## config.mk

```make
export PLATFORM = sky130hd
export DESIGN_NAME = bct_ctrl
export DESIGN_NICKNAME = d
export VERILOG_FILES = /design/src/bct_pkg.sv /design/src/bct_ctrl.sv
export SDC_FILE = /design/constraint.sdc
export NUM_CORES = 1
export LEC_CHECK = 0
export BUFFER_PORTS_ARGS = -buffer_cell sky130_fd_sc_hd__buf_2
export CORE_MARGIN = 2
export CORE_UTILIZATION = 40
export DETAILED_ROUTE_END_ITERATION = 8
export SLEW_MARGIN = 10
export SYNTH_ARGS = -nofsm -noshare
export SYNTH_HDL_FRONTEND = slang
export SYNTH_SLANG_ARGS = --single-unit
```

## constraint.sdc

```tcl
create_clock -name clk -period 2.7 [get_ports clk]
set_input_delay 0.405 -clock clk [delete_from_list [all_inputs] [get_ports clk]]
set_output_delay 0.405 -clock clk [all_outputs]
set_load 0.03 [all_outputs]
```

## src/bct_pkg.sv

```systemverilog
`timescale 1ns / 1ps
`default_nettype none
// ----------------------------------------------------------------------------
// Bezier tessellator package
// Shared widths, codes and the request, result, command and status types.
// ----------------------------------------------------------------------------
package bct_pkg;

  localparam int COORD_W     = 16;
  localparam int SEG_W       = 7;
  localparam int SEG_MAX     = 127;
  localparam int MAX_SEG_DEF = 64;
  localparam int ONE_W       = 17;
  localparam int HALF_W      = 24;
  localparam int WORK_W      = 48;
  localparam int SUM_W       = 64;
  localparam int PROD_W      = HALF_W + ONE_W;
  localparam int QUAD_SHIFT  = 32;
  localparam int CUBIC_SHIFT = 48;

  localparam logic [ONE_W-1:0]   ONE_Q16   = 17'h10000;
  localparam logic [COORD_W-1:0] SIGN_FLIP = 16'h8000;

  localparam logic OP_QUAD  = 1'b0;
  localparam logic OP_CUBIC = 1'b1;

  localparam logic [1:0] LVL_FIRST = 2'd1;
  localparam logic [1:0] DEG_QUAD  = 2'd2;
  localparam logic [1:0] DEG_CUBIC = 2'd3;

  typedef struct packed {
    logic                      operation;
    logic signed [COORD_W-1:0] p0_x;
    logic signed [COORD_W-1:0] p0_y;
    logic signed [COORD_W-1:0] p1_x;
    logic signed [COORD_W-1:0] p1_y;
    logic signed [COORD_W-1:0] p2_x;
    logic signed [COORD_W-1:0] p2_y;
    logic signed [COORD_W-1:0] p3_x;
    logic signed [COORD_W-1:0] p3_y;
    logic [SEG_W-1:0]          segment_count;
  } bct_in_t;

  typedef struct packed {
    logic signed [COORD_W-1:0] point_x;
    logic signed [COORD_W-1:0] point_y;
    logic                      last_point;
  } bct_out_t;

  typedef struct packed {
    logic       load;
    logic       step;
    logic       mul;
    logic       wr;
    logic       emit;
    logic [1:0] lvl;
    logic [1:0] idx;
  } bct_cmd_t;

  typedef struct packed {
    logic div_busy;
    logic cubic;
    logic last;
    logic out_free;
  } bct_stat_t;

endpackage
`default_nettype wire

```

## src/bct_ctrl.sv

```systemverilog
`timescale 1ns / 1ps
`default_nettype none
// ----------------------------------------------------------------------------
// Tessellator controller
// Sequences division, parameter steps, interpolation passes and output.
// ----------------------------------------------------------------------------
module bct_ctrl import bct_pkg::*; (
  input  wire logic      clk,
  input  wire logic      rst,
  input  wire logic      curve_valid,
  output logic           curve_stall,
  output bct_cmd_t       cmd,
  input  wire bct_stat_t stat
);

  typedef enum logic [5:0] {
    S_IDLE = 6'b000001,
    S_DIV  = 6'b000010,
    S_STEP = 6'b000100,
    S_MUL  = 6'b001000,
    S_ADD  = 6'b010000,
    S_EMIT = 6'b100000
  } state_t;

  state_t     state, state_next;
  logic [1:0] lvl, lvl_next;
  logic [1:0] idx, idx_next;
  logic [1:0] deg;

  assign curve_stall = (state != S_IDLE);

  always_comb begin
    state_next = state;
    lvl_next   = lvl;
    idx_next   = idx;
    deg        = stat.cubic ? DEG_CUBIC : DEG_QUAD;
    cmd        = '0;
    cmd.lvl    = lvl;
    cmd.idx    = idx;
    case (state)
      S_IDLE: begin
        if (curve_valid) begin
          cmd.load   = 1'b1;
          state_next = S_DIV;
        end
      end
      S_DIV: begin
        if (!stat.div_busy) begin
          state_next = S_STEP;
        end
      end
      S_STEP: begin
        cmd.step   = 1'b1;
        lvl_next   = LVL_FIRST;
        idx_next   = '0;
        state_next = S_MUL;
      end
      S_MUL: begin
        cmd.mul    = 1'b1;
        state_next = S_ADD;
      end
      S_ADD: begin
        cmd.wr = 1'b1;
        if (idx == deg - lvl) begin
          if (lvl == deg) begin
            state_next = S_EMIT;
          end else begin
            lvl_next   = lvl + 2'd1;
            idx_next   = '0;
            state_next = S_MUL;
          end
        end else begin
          idx_next   = idx + 2'd1;
          state_next = S_MUL;
        end
      end
      S_EMIT: begin
        if (stat.out_free) begin
          cmd.emit   = 1'b1;
          state_next = stat.last ? S_IDLE : S_STEP;
        end
      end
      default: begin
        state_next = S_IDLE;
      end
    endcase
  end

  always_ff @(posedge clk) begin
    if (rst) begin
      state <= S_IDLE;
      lvl   <= LVL_FIRST;
      idx   <= '0;
    end else begin
      state <= state_next;
      lvl   <= lvl_next;
      idx   <= idx_next;
    end
  end

`ifndef SYNTHESIS
  a_load_starts_div: assert property (@(posedge clk) disable iff (rst)
    cmd.load |=> (state == S_DIV))
    else $error("A new request did not start the divider.");

  a_mul_then_write: assert property (@(posedge clk) disable iff (rst)
    cmd.mul |=> cmd.wr)
    else $error("An interpolation pass was not written back.");

  a_emit_has_room: assert property (@(posedge clk) disable iff (rst)
    cmd.emit |-> stat.out_free)
    else $error("A point was loaded over one still waiting.");

  a_last_to_idle: assert property (@(posedge clk) disable iff (rst)
    (cmd.emit && stat.last) |=> (state == S_IDLE))
    else $error("The final point did not end the request.");
`endif

endmodule
`default_nettype wire

```

==> results.md, run 1 <==
Yosys:
- The distinct cell type count after synthesis is 40.
- The most instantiated library cell after synthesis is sky130_fd_sc_hd__dfxtp_1.
- The post-synthesis instance total is 73.
- The commonest cells after synthesis are sky130_fd_sc_hd__dfxtp_1, sky130_fd_sc_hd__inv_1, sky130_fd_sc_hd__nor2_1, sky130_fd_sc_hd__nand2b_1, sky130_fd_sc_hd__nor3_1.
- The synthesis warning total is 0.
- The cell type contributing the most total cell area after synthesis is sky130_fd_sc_hd__dfxtp_1.
- The number of synthesized register bits is 10.
- The synthesized netlist occupies a cell area of 631 um^2.
- The async set-or-reset flop fraction in the synthesized netlist is 0.
- The net count after synthesis is 81.
- For this run, the register share of the synthesized area comes to 0.317.
- The average footprint of a synthesized cell is about 8.6 um^2.
- The top cell type's share of synthesized area is 0.317.
- The commonest register cell after synthesis is sky130_fd_sc_hd__dfxtp_1.
- Yosys mapped a number of flops with a built-in enable equal to 0.
- After synthesis, the cell types taking the most area are sky130_fd_sc_hd__dfxtp_1, sky130_fd_sc_hd__nor4b_1, sky130_fd_sc_hd__nand2b_1, sky130_fd_sc_hd__nor3b_1, sky130_fd_sc_hd__xnor3_1.

Drt:
- The length of the first detailed-routing pass in iterations is 4.
- In the final routed layout, each cell accounts on average for 12.2 um.
- The final antenna-violating net count is 0.
- In the routed layout, each cell is associated on average with a via count of approximately 5.5.
- The final route contains 587 vias.
- For this run, design rule violations remaining after detail routing come to 0.
- The post-detailed-routing wire length is roughly 1300 um.
- The starting DRC count in detailed routing is 17.

Finish:
- In the final layout, the share of cells above drive strength 1 is 0.256.
- After filler insertion, the fill cell instance count of the layout stands at 149.
- After the last flow step, the layout net total stands at between 90 and 100.
- The synthesis-to-layout area growth is 19.6%.
- Once layout is complete, the cells apart from fillers number 106.
- 0 antenna diodes ended up in the layout.

Placement:
- The wire-length estimate of the detail-placed layout is 998 um.
- The setup slack at placement is 0.579 ns.
- The number of port buffers is 16.
- At the end of routability-driven placement, the weighted congestion stood at 0.832.
- The number of cells after detailed placement is around 100.

Pwr:
- Summed over all cells, the static leakage comes to 0.336 nW.
- In this run the power density over the cells is 530 nW/um^2.
- Overall power consumption after layout is estimated at roughly 400 uW.
- The peak supply drop is 344 uV.

Global routing:
- The total overflow reported by the global router is 0.
- For this run, the total global-route usage over all layers was measured as 0.150.
- The via count of the first global-routing pass was 514.
- The number of antenna violations at the first check in global routing is 0.
- The pin count of the biggest net entering global routing is 10.
- The global-route wire length before repair is 2120 um.

Timing:
- The count of final hold-check violations is 0.
- The final critical-path required period is roughly 2.4 ns.
- The final worst-path cycle share is 0.891.
- The worst setup slack after layout is 0.295 ns.
- For the pin with the worst max-slew slack, the measured transition is 0.466 ns.
- Derived from the worst setup path, the maximum achievable clock frequency is 416 MHz.
- The clock arrives with 0.000300 ns of skew.
- Setup total negative slack on the finished layout was measured at 0 ns.
- Setup repair after global routing left no endpoint under its margin.
- The final-report max-slew violation count was 0.
- Setup violations remaining at the end of the flow were counted as 0.
- The final-layout worst hold slack is about 0.42 ns.
- The max-slew headroom at the worst pin is 0.686.

Worst setup path:
- The worst register-to-register path ends at idx[0]$_SDFFE_PP0P_.
- The critical path crosses 4 cells after its start point.
- The data arrival at the endpoint of the critical path is about 2 ns.
- For the worst flop-to-flop path, the logic depth is 4.
- The startpoint identified for the worst register-to-register timing path is state[2]$_SDFFE_PP0P_.
- STA classifies the critical path endpoint as a primary output.
- STA puts the critical path data required time at 2.30 ns.
- In this design, the stage delay of the slowest critical-path cell is 0.54 ns.
- In this run the worst path has a maximum fanout of 8.
- The worst setup path is of the register to primary output kind.
- The launching element type of the critical path is a register.
- The register-to-register path setup slack is 0.77 ns.
- The slowest stage of the critical path belongs to the cell sky130_fd_sc_hd__or4_4.
- The cell family with the largest share of critical-path delay is simple AND/OR/NAND/NOR gates.
- The number of buffers and inverters on the critical path is 2.
- Traced cell by cell, the critical path runs through or4_4, or3b_1, inv_1, buf_2.

Worst hold path:
- The end point of the most critical hold path is idx[0]$_SDFFE_PP0P_.
- The worst min-delay path startpoint is rst.
- The path class of the tightest hold or removal check is primary input to register.
- The hold-critical path depth is 2.

Run status:
- The run finished with clean final reports.

CTS:
- CTS saw 10 sinks.
- The cts-stage hold buffer count is 0.
- The clock latency reported for the late side of the worst-skew pair is 0.26 ns.
- In this run the clock root is driven by a sky130_fd_sc_hd__clkbuf_4.
- TritonCTS built the clock tree.
- The post-CTS repair timing setup buffer count is 0.
- Clock-pin slew was measured on the worst setup and hold paths at 0.06 ns.
- Clock tree synthesis inserted a total of 3 buffers.
- The number of gates resized after CTS was 0.
- The clock passes through at most 2 buffers.
- In this run the number of H-tree levels came out at 1.

Die:
- The overall die width is 43.7 um.
- For this design the top-level I/O count stands at 17.
- The row count is 14.
- In this run the vertical extent of the chip is 43.7 um.
- The total area inside the core boundary comes to approximately 1500 um^2.
- The initial utilization of the core area, before any placement, comes to 0.424.
- The floorplan step defined a die boundary enclosing ~1900 um^2.

Run:
- Across the run, the number of max-cap violations was 0.
[area by class of cell]
cell class	count	area, um^2	area share
clock buffers	4	36.3	0.0481
well taps	16	20.0	0.0265
repair buffers	16	80.1	0.106
inverters	5	18.8	0.0249
multi-input cells	55	399	0.529
flip-flops and latches	10	200	0.265
[logic make-up after synthesis]
logic type,Yosys count,share of synthesized area
and+or+nand+nor,37,0.383
adders and majority gates,1,0.0198
xor gates and xnor gates,4,0.0774
DFF,10,0.317
buffers and inverters,8,0.0496
AOI/OAI and AO/OA,13,0.153
[sequential cells by signal, summed over array words and instances (netlist names)]
signal and count:
idx 2, lvl 2, state 6
[worst max path at each step]
stage | from | end | slack, ns
global route | state[2]$_SDFFE_PP0P_ | cmd[4] | 0.19
detailed placement | state[2]$_SDFFE_PP0P_ | cmd[5] | 0.58
floorplan | state[2]$_SDFFE_PP0P_ | cmd[4] | 0.54
finish | state[2]$_SDFFE_PP0P_ | cmd[5] | 0.30
global placement | state[2]$_SDFFE_PP0P_ | cmd[5] | 0.60
CTS | state[2]$_SDFFE_PP0P_ | cmd[5] | 0.28
[metal layers]
layer / GRT usage / share of wire
met5: 0 / 0
met4: 0.0545 / 0
met3: 0.0500 / 0.048
met2: 0.235 / 0.45
met1: 0.190 / 0.50
[cells in the final DEF (no fill, tap or decap), types with 2 or more instances in the layout]
cell type	synthesis	layout
sky130_fd_sc_hd__nor2_1	5	5
sky130_fd_sc_hd__nor4b_1	3	3
sky130_fd_sc_hd__clkbuf_4	0	3
sky130_fd_sc_hd__nand3b_1	2	2
sky130_fd_sc_hd__nand4_1	2	2
sky130_fd_sc_hd__a21oi_1	2	2
sky130_fd_sc_hd__nor3_1	4	4
sky130_fd_sc_hd__inv_1	5	5
sky130_fd_sc_hd__buf_2	1	16
sky130_fd_sc_hd__nand2b_1	4	4
sky130_fd_sc_hd__nor4_1	2	2
sky130_fd_sc_hd__dfxtp_1	10	10
sky130_fd_sc_hd__or3_1	2	2
sky130_fd_sc_hd__xor2_1	2	2
sky130_fd_sc_hd__nor3b_1	3	3
[where the power goes]
part / total, mW / internal (mW) / switching (mW)
Sequential: 0.167 / 0.156 / 0.0118
Clock: 0.132 / 0.0818 / 0.0502
Combinational: 0.100 / 0.0400 / 0.0604
Total: 0.400 / 0.277 / 0.122
[stage by stage]
stage / cell area, um^2 / utilization
2_1_floorplan: 631 / -
3_3_place_gp: 718 / 0.482
3_5_place_dp: 718 / 0.482
4_1_cts: 754 / 0.507
5_1_grt: 754 / 0.507
6_report: 754 / 0.507
(Power assumes the default switching activity.)
==> inputs of run 2 (changes only) <==
- SETUP_SLACK_MARGIN: not set -> 0.4
==> run 2 against run 1 <==
Global-route usage up 0.086 points. Combinational power is 4% higher. Clock power is essentially flat. Utilization increased by 1.4 points. Sequential power barely moved. Largest cell class unchanged. Largest power group unchanged.
==> results.md, run 2 (same netlist as run 1, synthesis figures left out) <==
Run status:
- The run finished with clean final reports.

Timing:
- Summed over all failing endpoints, the final setup total negative slack is 0 ns.
- The final-report max-slew violation count is 0.
- Derived from the worst setup path, the maximum achievable clock frequency is 448 MHz.
- The final worst-path cycle share is 0.826.
- In this run the tightest slew margin relative to its limit is 0.703.
- After layout, the minimum clock period comes to 2.23 ns.
- Setup repair after global routing left no endpoint under its margin.
- At the pin with the least slew margin, the transition time is 0.442 ns.
- For the final database, setup skew stands at 0.00153 ns.
- The count of final hold-check violations came to 0.
- Setup violations remaining at the end of the flow were counted as 0.

Worst setup path:
- Counting cells, the worst reg-to-reg path comes to 4.
- Data on the critical path arrives at its endpoint at roughly 1.8 ns.
- By startpoint and endpoint, the worst setup path is classified as register to primary output.
- For the worst setup path, the data required time is around 2.3 ns.
- The category of the worst setup path capture point is a primary output.
- Along the worst path, the maximum fanout reaches 6.
- The endpoint of the worst-slack reg-to-reg timing path is idx[0]$_SDFFE_PP0P_.
- The register-to-register path setup slack is approximately 0.83 ns.
- The startpoint of the worst-slack reg-to-reg timing path is state[1]$_SDFFE_PP0P_.
- The worst setup path is launched from a register.

Die:
- After floorplanning, the core was divided into 14 placement rows.
- The floorplan step set the die width to 43.7 um.
- The core outline area is 1490 um^2.
- For this configuration, the core starts out at a cell density of 0.424.
- The die covers approximately 1900 um^2.
- The die is about 44 um tall.
- For this design the top-level I/O count stands at 17.

CTS:
- For this design, the CTS-stage hold fixing added 0 buffers.
- The number of buffers created by CTS is 3.
- Clock-pin slew was measured on the worst setup and hold paths at 0.07 ns.
- The clock latency reported for the late side of the worst-skew pair is 0.26 ns.
- The maximum clock insertion buffer count is 2.
- The tree built by TritonCTS fans out to 10 sinks.
- CTS built an H-tree with a depth of 1.
- The master cell of the clock root buffer is sky130_fd_sc_hd__clkbuf_4.
- TritonCTS built the clock tree.

Placement:
- The number of cells after detailed placement is around 100.
- The sum of net half-perimeters after detailed placement is 998 um.
- The placed instances occupy a cell area of 718 um^2.
- Routability-driven placement finished with a final weighted congestion of 0.832.
- The number of port buffers is 16.

Drt:
- The post-detailed-routing wire length is 1320 um.
- The mean routed wirelength per cell is around 12 um.
- The average vias per placed instance is about 5.6.
- The length of the first detailed-routing pass in iterations is 4.
- The starting DRC count in detailed routing is 15.
- Once detail routing completed, the nets flagged for antenna violations numbered 0.
- The remaining design rule violation count is 0.
- The number of vias after detailed routing is approximately 590.

Worst hold path:
- The path type of the worst min-delay path is primary input to register.
- The worst min-delay path startpoint is rst.
- The hold-critical path depth is 2.
- The end point of the most critical hold path is idx[0]$_SDFFE_PP0P_.

Global routing:
- The via count of the first global-routing pass is 517.
- The number of antenna violations at the first check in global routing is 0.
- For this run, the total global-route usage over all layers was measured as 0.151.
- Entering global routing, the biggest net connects 10 pins.
- The total overflow reported by the global router is 0.
- The global-route wire length before repair is 2130 um.

Finish:
- Leaving out fill and tap cells, the most frequent cell in the layout is sky130_fd_sc_hd__buf_2.
- For this run, the post-layout net count is 99.
- Compared with the post-synthesis result, the final layout area differs by 23.0%.
- The largest registers in the layout are state: 6 flops, idx: 2 flops, lvl: 2 flops.
- The layout has roughly 140 filler cells.
- In the layout the commonest cells are sky130_fd_sc_hd__buf_2, sky130_fd_sc_hd__dfxtp_1, sky130_fd_sc_hd__nor2_1.
- The register name with the most flops is state.
- The number of standard cells in the final layout excluding fillers is 106.
- The fraction of layout instances using a drive strength above 1 is 0.322.
- The number of flip-flops in the largest register is 6.
- At the end of the flow the core is filled with cells to 0.521.
- The cell area after layout is approximately 780 um^2.
- The number of antenna diodes in the final layout is 0.

Pwr:
- The power density over the cells is 523 nW/um^2.
- The static leakage is 0.340 nW.
- The worst-case IR drop observed on VDD is about 350 uV.

Run:
- The tool flagged a number of max-cap violations equal to 0.
[run 2: cell counts in the layout (fill, tap and decap cells not counted)]
No cell type changed its count.
[run 2: final cells by class]
cell class	count	area (um^2)	share of cell area
Tap cell	16	20.0	0.0258
Inverter	5	18.8	0.0242
Timing Repair Buffer	16	88.8	0.115
Clock buffer	4	36.3	0.0468
Multi-Input combinational cell	55	408	0.526
Sequential cell	10	204	0.263
[run 2: per-layer routing]
layer	global-route usage	wire [um]	vias to the layer above
met1	0.188	658	269
li1	-	-	307
met2	0.241	603	15
met5	0	0	-
met4	0.0545	0	0
met3	0.0500	56	0
[run 2: worst max path at each step]
stage	from	slack [ns]	depth (start not counted)	end
finish	state[1]$_SDFFE_PP0P_	0.47	4	cmd[5]
global route	state[1]$_SDFFE_PP0P_	0.40	4	cmd[4]
CTS	state[1]$_SDFFE_PP0P_	0.37	4	cmd[5]
detailed placement	state[2]$_SDFFE_PP0P_	0.58	4	cmd[5]
global placement	state[2]$_SDFFE_PP0P_	0.60	4	cmd[5]
floorplan	state[2]$_SDFFE_PP0P_	0.54	3	cmd[4]
[run 2: where the power goes]
group          switching [mW]  total, mW  internal (mW)
clock network          0.0508      0.133         0.0818
registers              0.0129      0.169          0.156
logic                  0.0607      0.104         0.0430
[run 2: what timing repair did]
action	4_1_cts	5_1_grt
pin swaps	0	0
setup endpoints to repair	2	2
gates resized for setup	6	4
cloned	0	0
setup buffers	0	0
[run 2: worst max-delay path: stages, from the launching register on]
cell and delay [ns]:
sky130_fd_sc_hd__dfxtp_2 0.34, sky130_fd_sc_hd__or4_4 0.54, sky130_fd_sc_hd__or3b_4 0.42, sky130_fd_sc_hd__inv_2 0.12
sky130_fd_sc_hd__buf_6 0.14
[run 2: through the flow]
step	worst slack [ns]	total power [mW]	hold WS, ns
6_report	0.469	0.406	0.422
5_1_grt	0.404	0.431	0.425
4_1_cts	0.369	0.411	0.413
3_5_place_dp	0.579	0.271	0.553
3_3_place_gp	0.599	0.271	0.552
2_1_floorplan	0.540	0.245	0.613
==> inputs of run 3 (changes only) <==
- PLACE_DENSITY: not set -> 0.66
- clock period: 2.7 -> 1.8 ns (I/O delays scaled with it)
==> run 3 against run 2 <==
The flow now finishes with violations (negative setup slack). Combinational power grew to 3.6 times the previous value. Wire length rose by 52%. Global-route usage grew 5.6 points. Sequential share of layout area decreased by 8.8 points. Final cell count increased by 26%. Die area did not move. Register-to-register slack got worse by 1.0 ns. Non-clock buffer count grew 28. Count of clock-buffer cells in the layout is the same.
==> results.md, run 3 (same netlist as run 1, synthesis figures left out) <==
Run status:
- The run finished, with violations left.
- The checks that failed: negative setup slack.

Die:
- The initial cell density of the core is 0.424.
- In this run the core area contains 14 standard-cell rows.
- The die height is 43.7 um.
- The full die area is 1910 um^2.
- From left edge to right edge, the die measures roughly 44 um.
- 17 I/O pins were placed.
- The core outline area is around 1500 um^2.

Finish:
- In the final layout, the registers with the most flip-flops are state: 6 flops, idx: 2 flops, lvl: 2 flops.
- The number of antenna cells inserted is 0.
- Once layout is complete, the utilization of the core stands at 0.787.
- The area of the multi-input gates is 510 um^2.
- The register name with the most flops is state.
- The fraction of layout instances using a drive strength above 1 is 0.627.
- The cell area after layout is ~1200 um^2.
- The number of inserted filler cells in the final layout is 88.
- The number of flip-flops in the largest register is 6.
- Registers take 205 um^2.
- The count of nets after finishing is 127.
- After the flow finishes, the layout carries non-filler instances totaling approximately 130.
- Leaving out fill and tap cells, the most frequent cells in the layout are sky130_fd_sc_hd__buf_6, sky130_fd_sc_hd__buf_4, sky130_fd_sc_hd__buf_2.
- The most frequent standard cell in the layout excluding fill and tap cells is sky130_fd_sc_hd__buf_6.
- From synthesis to final layout, the design area changed by 85.7%.

Placement:
- Prior to clock tree synthesis, the placed netlist has a worst setup slack of -0.0974 ns.
- The placed instances occupy a cell area of roughly 840 um^2.
- The sum of net half-perimeters after detailed placement is 1190 um.
- In this run, placement finished with an instance count of 114.
- At the end of routability-driven placement, the weighted congestion stood at 0.793.
- The number of port buffers is 16.

Worst setup path:
- The worst setup path is of the register to primary output kind.
- The delay contributed by the slowest stage of the critical path is approximately 0.52 ns.
- The cell family with the largest share of critical-path delay is simple AND/OR/NAND/NOR gates.
- STA puts the critical path data required time at 1.53 ns.
- The category of the worst setup path capture point is a primary output.
- The data arrival at the endpoint of the critical path is 1.79 ns.
- Traced cell by cell, the critical path runs through or4_4, or3b_4, clkinvlp_4, buf_6.
- The critical path starts at state[2]$_SDFFE_PP0P_.
- The worst-path cell with the longest stage delay is sky130_fd_sc_hd__or4_4.
- The worst path buffer plus inverter count is 2.
- The highest net fanout along the worst path is 4.
- STA classifies the critical path startpoint as a register.
- The startpoint of the worst-slack reg-to-reg timing path is state[2]$_SDFFE_PP0P_.

CTS:
- The maximum clock insertion buffer count is 2.
- TritonCTS built the clock tree.
- The number of buffers created by CTS is 3.
- The clock-pin slew on the worst setup and hold paths is 0.07 ns.
- The master cell of the clock root buffer is sky130_fd_sc_hd__clkbuf_4.
- The clock latency reported for the late side of the worst-skew pair is between 0.2 and 0.3 ns.
- The TritonCTS sink count is 10.
- In this run the number of H-tree levels came out at 1.

Drt:
- The average vias per placed instance is 5.61.
- Once detail routing completed, the nets flagged for antenna violations numbered 0.
- In the final routed layout, each cell accounts on average for 14.9 um.
- The detailed router placed 752 vias in this run.
- The remaining design rule violation count is 0.
- The detailed router finished its first iteration with 34 violations.
- The length of the first detailed-routing pass in iterations is 4.
- The post-detailed-routing wire length is 2000 um.

Pwr:
- The power density over the cells is 712 nW/um^2.
- The design draws 834 uW.
- The share of total power in combinational logic is 0.454.
- The internal portion of total power is 563 uW.
- The register share of total power is 0.296.
- Of the total power, the share spent switching nets is 0.325.
- The net switching component of the power is 271 uW.
- The worst-case IR drop observed on VDD is 653 uV.
- Of the total power, the clock network draws 0.249.
- Summed over all cells, the static leakage comes to between 0.5 and 0.6 nW.

Timing:
- The count of final hold-check violations was 0.
- Timing would allow up to between 400 and 500 MHz.
- For the pin with the worst max-slew slack, the measured transition is around 0.45 ns.
- The final-report max-slew violation count is 0.
- The final critical-path required period is ~2.1 ns.
- In this run the tightest slew margin relative to its limit is 0.702.
- Setup violations remaining at the end of the flow were counted as 14.
- The setup TNS is -2.37 ns.
- On the final layout, the worst clock skew is 0.00463 ns.
- The worst setup slack after layout is -0.262 ns.
- In the finished design, the share of the clock period the worst path needs comes to 1.15.
- The final-layout worst hold slack is 0.284 ns.
- Setup repair after global routing could not meet its margin everywhere.

Global routing:
- The first global-routing pass estimated about 2900 um of wire.
- Entering global routing, the biggest net connects 10 pins.
- The global router's overall resource usage is 0.207.
- The number of antenna violations at the first check in global routing is 0.
- The total overflow reported by the global router is 0.
- The via count of the first global-routing pass is 631.

Run:
- The tool flagged a number of max-cap violations equal to 0.

Worst hold path:
- The worst min-delay path startpoint is rst.
- The path type of the worst min-delay path is primary input to register.
[run 3: power by group through the flow]
stage | combinational [mW] | sequential (mW) | clock (mW)
2_1_floorplan | 0.127 | 0.253 | 0
3_3_place_gp | 0.228 | 0.246 | 0
3_5_place_dp | 0.229 | 0.247 | 0
4_1_cts | 0.288 | 0.245 | 0.215
5_1_grt | 0.396 | 0.247 | 0.222
6_report | 0.379 | 0.247 | 0.208
[run 3: path summary, 6_finish.rpt]
| path | endpoint | slack, ns | depth (start not counted) |
|---|---|---|---|
| worst max-delay path | cmd[5] | -0.26 | 4 |
| worst min-delay path | idx[0]$_SDFFE_PP0P_ | 0.28 | 2 |
| worst min register to register | lvl[0]$_SDFFE_PP1P_ | 0.57 | 2 |
| worst max register to register | state[1]$_SDFFE_PP0P_ | -0.21 | 7 |
[run 3: cell type report]
type	instances	share of cell area
clock buffers	4	0.0310
multi-input cells	55	0.436
well taps	16	0.0171
repair buffers	44	0.322
inverters	5	0.0192
flip-flops and latches	10	0.175
[run 3: timing repair]
item,in CTS,in global routing
resized for setup,30,15
pin swaps,9,14
endpoints found under the setup margin,16,16
hold buffers,0,0
buffers inserted,8,8
[run 3: per-layer routing]
layer,part of all wire,track usage,vias to the layer above
li1,-,-,368
met2,0.49,0.300,23
met4,0.0040,0.0545,0
met1,0.46,0.290,359
met3,0.045,0.0750,2
met5,0,0,-
